`config.mk`:
```
export PLATFORM = sky130hd
export DESIGN_NAME = shi_ctrl
export DESIGN_NICKNAME = d
export VERILOG_FILES = /design/src/rtl/shi_pkg.sv /design/src/rtl/shi_ctrl.sv
export SDC_FILE = /design/constraint.sdc
export NUM_CORES = 1
export LEC_CHECK = 0
export BUFFER_PORTS_ARGS = -buffer_cell sky130_fd_sc_hd__buf_2
export CAP_MARGIN = 15
export CELL_PAD_IN_SITES_DETAIL_PLACEMENT = 1
export CELL_PAD_IN_SITES_GLOBAL_PLACEMENT = 1
export CORE_ASPECT_RATIO = 1.2
export CORE_UTILIZATION = 35
export DETAILED_ROUTE_END_ITERATION = 10
export PLACE_DENSITY = 0.81
export SLEW_MARGIN = 0
export SYNTH_ARGS = -nofsm -noshare
export SYNTH_HDL_FRONTEND = slang
export SYNTH_SLANG_ARGS = --single-unit
```
`constraint.sdc`:
```
create_clock -name clock -period 1.8 [get_ports clock]
set_input_delay 0.18 -clock clock [delete_from_list [all_inputs] [get_ports clock]]
set_output_delay 0.18 -clock clock [all_outputs]
set_load 0.005 [all_outputs]
```
`src/rtl/shi_pkg.sv`:
```
`timescale 1ns / 1ps
package shi_pkg;

   localparam int ENTITY_COUNT_DEF  = 16;
   localparam int HISTORY_DEPTH_DEF = 11;
   localparam logic [15:0] RESET_DELAY = 16'd250;
   localparam int CSR_ADDR_W = 3;
   localparam int CSR_DATA_W = 32;
   localparam logic [CSR_ADDR_W-1:0] CSR_RENDER_DELAY = 3'd0;

   // result status codes
   typedef enum logic [1:0] {
      STAT_INTERP = 2'd0,
      STAT_SINGLE = 2'd1,
      STAT_EMPTY  = 2'd2,
      STAT_EQUAL  = 2'd3
   } status_type;

   // commands from controller to datapath
   typedef struct packed {
      logic take;
      logic rec_write;
      logic rd_first;
      logic rd_k;
      logic rd_prev;
      logic k_incr;
      logic latch_l;
      logic latch_p;
      logic ld_coord;
      logic mul_step;
      logic div_init;
      logic div_step;
      logic acc_step;
      logic set_empty;
      logic set_single;
      logic set_equal;
      logic finish;
   } cmd_type;

   // status from datapath to controller
   typedef struct packed {
      logic req_valid;
      logic is_query;
      logic fill_zero;
      logic fill_one;
      logic search_more;
      logic den_zero;
      logic mul_done;
      logic div_done;
      logic coord_last;
      logic out_free;
   } stat_type;

endpackage

```
`src/rtl/shi_ctrl.sv`:
```
`timescale 1ns / 1ps
module shi_ctrl import shi_pkg::*; (
   input  logic     clock,
   input  logic     reset,
   input  stat_type stat,
   output cmd_type  cmd
);

   typedef enum logic [12:0] {
      S_IDLE     = 13'b0000000000001,
      S_DECODE   = 13'b0000000000010,
      S_SINGLE   = 13'b0000000000100,
      S_SRCH_RD  = 13'b0000000001000,
      S_SRCH_CHK = 13'b0000000010000,
      S_PREV     = 13'b0000000100000,
      S_LOAD     = 13'b0000001000000,
      S_MUL      = 13'b0000010000000,
      S_DIV_INIT = 13'b0000100000000,
      S_DIV      = 13'b0001000000000,
      S_ACC      = 13'b0010000000000,
      S_FINISH   = 13'b0100000000000,
      S_SPARE    = 13'b1000000000000
   } state_type;

   state_type state_ff, state_in;

   always_ff @(posedge clock) begin
      if (reset) state_ff <= S_IDLE;
      else state_ff <= state_in;
   end

   always_comb begin
      cmd = '0;
      state_in = state_ff;
      unique case (state_ff)
         S_IDLE: begin
            cmd.take = 1'b1;
            if (stat.req_valid) state_in = S_DECODE;
         end
         S_DECODE: begin
            priority if (!stat.is_query) begin
               cmd.rec_write = 1'b1;
               state_in = S_IDLE;
            end else if (stat.fill_zero) begin
               cmd.set_empty = 1'b1;
               state_in = S_FINISH;
            end else if (stat.fill_one) begin
               cmd.rd_first = 1'b1;
               state_in = S_SINGLE;
            end else begin
               cmd.rd_k = 1'b1;
               state_in = S_SRCH_CHK;
            end
         end
         S_SINGLE: begin
            cmd.set_single = 1'b1;
            state_in = S_FINISH;
         end
         S_SRCH_RD: begin
            cmd.rd_k = 1'b1;
            state_in = S_SRCH_CHK;
         end
         S_SRCH_CHK: begin
            if (stat.search_more) begin
               cmd.k_incr = 1'b1;
               state_in = S_SRCH_RD;
            end else begin
               cmd.latch_l = 1'b1;
               cmd.rd_prev = 1'b1;
               state_in = S_PREV;
            end
         end
         S_PREV: begin
            cmd.latch_p = 1'b1;
            state_in = S_LOAD;
         end
         S_LOAD: begin
            if (stat.den_zero) begin
               cmd.set_equal = 1'b1;
               state_in = S_FINISH;
            end else begin
               cmd.ld_coord = 1'b1;
               state_in = S_MUL;
            end
         end
         S_MUL: begin
            cmd.mul_step = 1'b1;
            if (stat.mul_done) state_in = S_DIV_INIT;
         end
         S_DIV_INIT: begin
            cmd.div_init = 1'b1;
            state_in = S_DIV;
         end
         S_DIV: begin
            cmd.div_step = 1'b1;
            if (stat.div_done) state_in = S_ACC;
         end
         S_ACC: begin
            cmd.acc_step = 1'b1;
            state_in = stat.coord_last ? S_FINISH : S_LOAD;
         end
         S_FINISH: begin
            if (stat.out_free) begin
               cmd.finish = 1'b1;
               state_in = S_IDLE;
            end
         end
         default: state_in = S_IDLE;
      endcase
   end

endmodule

```
---- Word level (Yosys, flattened, before mapping) ----
Index checks and enable logic that the tools add are counted.
storage, ports and cells
  register bits ........................... 13
  logic and storage cells ................. 55
cells by class
  reduce and logical (&&, ||, !) cells .... 1
  mux-type cells .......................... 37
  eq/ne operators ......................... 16
operators by type and width
  operator                                         number
  one-hot mux 13 bit (12 select lines)             1
  2-to-1 mux 13 bit                                6
  2-to-1 mux 12 bit                                2
  2-to-1 mux 1 bit                                 21
  == test 13 x 1 -> 1 bit, second input constant   1
  == test 13 x 10 -> 1 bit, second input constant  1
  == test 13 x 11 -> 1 bit, second input constant  1
  == test 13 x 12 -> 1 bit, second input constant  1
  == test 13 x 2 -> 1 bit, second input constant   1
  == test 13 x 3 -> 1 bit, second input constant   1
  == test 13 x 4 -> 1 bit, second input constant   1
  == test 13 x 5 -> 1 bit, second input constant   1
  == test 13 x 6 -> 1 bit, second input constant   1
  == test 13 x 7 -> 1 bit, second input constant   1
  == test 13 x 8 -> 1 bit, second input constant   1
  == test 13 x 9 -> 1 bit, second input constant   1
  inequality test 2 bit, second input constant     4
  2-to-1 mux 2 bit                                 3
  2-to-1 mux 6 bit                                 1
  2-to-1 mux 5 bit                                 1
  AND reduction 4 bit                              1
  2-to-1 mux 3 bit                                 1
  one-hot mux 1 bit (2 select lines)               1

---- Longest topological paths before layout ----
  depth after elaboration ................. 4
  mapped depth ............................ 7
  depth with buffers taken out ............ 5

---- Worst setup path after synthesis ----
No wires, ideal clock.
  path kind ............................... reg-to-output
  start ................................... register state_ff[0]
  end ..................................... output port cmd[12] (netlist bit)
  path buffers ............................ 1
  data arrival time ....................... 1.526 ns
  setup slack ............................. 0.094 ns
  cell stages (with the launch flop) ...... 7
  cell sequence ........................... dfxtp_1 > nor4_4 > nand3_2 > nor3_2 > nand3b_2 > nor2_1 > buf_4
RTL lines
  what                    line            RTL
  from (decl)             shi_ctrl.sv:25  state_type state_ff, state_in;
  from (signal assigned)  shi_ctrl.sv:29  else state_ff <= state_in;
  to (decl)               shi_ctrl.sv:6   output cmd_type cmd

==> impl_results.md <==
- Outcome: complete, but fails checks
- Failing checks: setup timing
- Worst Path Max Fanout: 6
- Register area share after synthesis: 26.6%
- Die H: 57.7 um
- DR WL/cell: 21.7 um
- # hold bufs at CTS: 0
- Max cap viols: 0
- Final Worst Setup Slack: -0.140 ns
- Antenna Nets Post-Route: 0
- Yosys cell types: 39
- Initial Utilization: 38.4%
- Vias in the first global route: 1124
- PortBufs: 28
- Row count: 19
- Diodes inserted: 0
- GRT met3 Usage: 3.41%
- Via density: 5.86
- Setup crit end kind: output pin
- Setup TNS: -2.09 ns
- Clk sinks: 12
- Sequential cell area: 267 sq um
- Finish-stage setup viols: 26
- Total power: 0.000885 W
- Drt total wl: 4440 um
- Clk Tree Root Cell: clkbuf_4
- Ys async rst share: 0%
- Required @ worst endpoint: 1.62 ns
- Skew final: 0.0151 ns
- Core ar.: 2350 sq um
- Max IR drop VDD: 493 uV
- CTS tree: built
- Pwr Density: 573 nW/um^2
- Final Max Tran Viols: 0
- Count of buffer and inverter cells on the critical path: 2
- Post-synth EDFFs: 0
- Drt drc: 0
- Area of the multi-input gates: 758 sq um
- Crit path kind: flip-flop to output pin
- # H-tree levels: 1
- Clock Latency Late Sink: 0.30 ns
- Slowest cell on the critical path: nor4_4
- Io pins: 29
- Critical Path AT: 1.76 ns
- Leading registers by flop count: state_ff: 12 flops
- Setup slack, reg-to-reg: -0.09 ns
- CTS Buf Count: 3
- Top cells by area, synth: dfxtp_1 27%, nor2_1 7.5%, nor4_4 4.7%
- CP delay by family, top: simple AND/OR/NAND/NOR gates
- RSZ-0062 raised after global routing: yes
- Detailed Place HPWL: 2150 um
- Worst path max stage delay: 0.40 ns
- First-pass iteration count of the detailed router: 4
- Initial antenna violation count: 0
- GRT busiest layer: met2
- Met1 usage: 29.5%
- GPL Wtd Cong: 0.840
- Tot GR Track Use: 25.8%
- Layout cells sized above 1: 64.4%
- Cell taking the most area after synthesis: dfxtp_1
- Yosys warnings: 0
- Final min period: 1.94 ns
- Global route overflow: 0
- Largest net degree at the start of global routing: 11
- Yosys reg bits: 12
- Clock transition at the registers of the reported paths: 0.08 ns
- Die area: 2790 sq um
- Synth cell count leaders: 18 x nor2_1, 12 x dfxtp_1, 9 x inv_1, 7 x nor3_1
- Vias: 1201
- Met2 usage: 49.9%
- Area grow syn2layout: 71.1%
- Actual slew at the worst max-slew pin: 0.473 ns
- Fmax: 515 MHz
- Post-synth top area share: 26.6%
- Fill cell count: 274
- Die width: 48.4 um
- Syn_nets: 128
- Startpoint types: flip-flop
- Fin nets: 188
- Final Hold Violating Endpoints: 0
- Max FFs per register: 12
- Leak pwr: 0.707 nW
- Clock Tree Buf Depth: 2
- Worst min path class: input pin to flip-flop
- Slew margin rel.: 68.4%
- Initial DRC count: 26
- Worst path cell trace: nor4_4 -> and2_4 -> buf_6 -> nand3_2 -> nor2_1 -> buf_2
- First-pass GRT wire length: 5440 um
- Mapped Cells: 116
- Syn avg cell area: 7.79 sq um
- Synth Flop Type: dfxtp_1
- Count leader, synth: nor2_1
- Biggest register: state_ff
- Crit share post-route: 108%
- Synth Cell Area: 903 sq um
cells in the final DEF, fill, tap and decap left out, drive strengths merged, types with 2 or more instances in the layout:
master   n
inv      9
nand2    5
nor3    11
clkbuf   3
buf     60
nor4     7
and3     2
dfxtp   12
and2     2
nor2b    2
nand2b   5
nand4b   2
o21ai    3
nor2    18
xor2     2
a21oi    4
a31oi    3
or3      3
nor3b    4
nand3    4
where the power goes:
part | internal (W) | total, W | switching [W]
Combinational | 0.000208 | 0.000411 | 0.000203
Clock | 0.0000780 | 0.000190 | 0.000112
Sequential | 0.000272 | 0.000284 | 0.0000115
worst register-to-register path: cells and delay by family, from the launching register on:
family / cells / cell delay, ns
AO/OA/AOI/OAI: 1 / 0.28
AND/OR/NAND/NOR: 4 / 0.68
flip-flops: 1 / 0.39
buffers and inverters: 3 / 0.44
area by class of cell:
class	count	area share, %
Clock buffer	3	1.46
Inverter	9	2.19
Multi-Input combinational cell	90	49.1
Sequential cell	12	17.2
Tap cell	31	2.51
Timing Repair Buffer	60	27.5
cell families (layout without fill, tap and decap cells):
kind of cell    Yosys count  count (layout)  share of synthesized area [%]
simple gates             69              69                           49.6
compound gates           18              18                           13.7
flops                    12              12                           26.6
xor+xnor                  3               3                           2.91
buf+inv                  14              72                           7.20
timing repair:
action | in CTS | in global routing
gates resized for setup | 31 | 26
endpoints found under the setup margin | 14 | 27
buffers inserted | 12 | 10
pin swaps | 10 | 13
final timing paths:
| kind | start | to | depth (start not counted) |
|---|---|---|---|
| max reg2reg | state_ff[2] | state_ff[4] | 8 |
| min reg2reg | state_ff[4] | state_ff[3] | 2 |
| min | stat[5] | state_ff[5] | 2 |
| max | state_ff[5] | cmd[15] | 6 |
through the flow:
| step | hold slack, ns | util (%) | setup WS, ns | instances | instance area [sq um] |
|---|---|---|---|---|---|
| after floorplan | 0.250 | - | 0.0943 | 116 | 903 |
| after global placement | 0.373 | 47.8 | 0.115 | 180 | 1130 |
| after detailed placement | 0.378 | 47.8 | 0.0744 | 180 | 1130 |
| after CTS | 0.0855 | 57.7 | -0.0490 | 195 | 1360 |
| after global routing | 0.0958 | 65.7 | -0.235 | 205 | 1550 |
| final | 0.0908 | 65.7 | -0.140 | 205 | 1550 |
layer usage:
metal / up-vias / share of wire (%)
li1: 538 / -
met1: 588 / 39
met2: 55 / 51
met3: 20 / 3.6
met4: 0 / 5.7
met5: - / 0
Power figures use the tool's default switching activity.
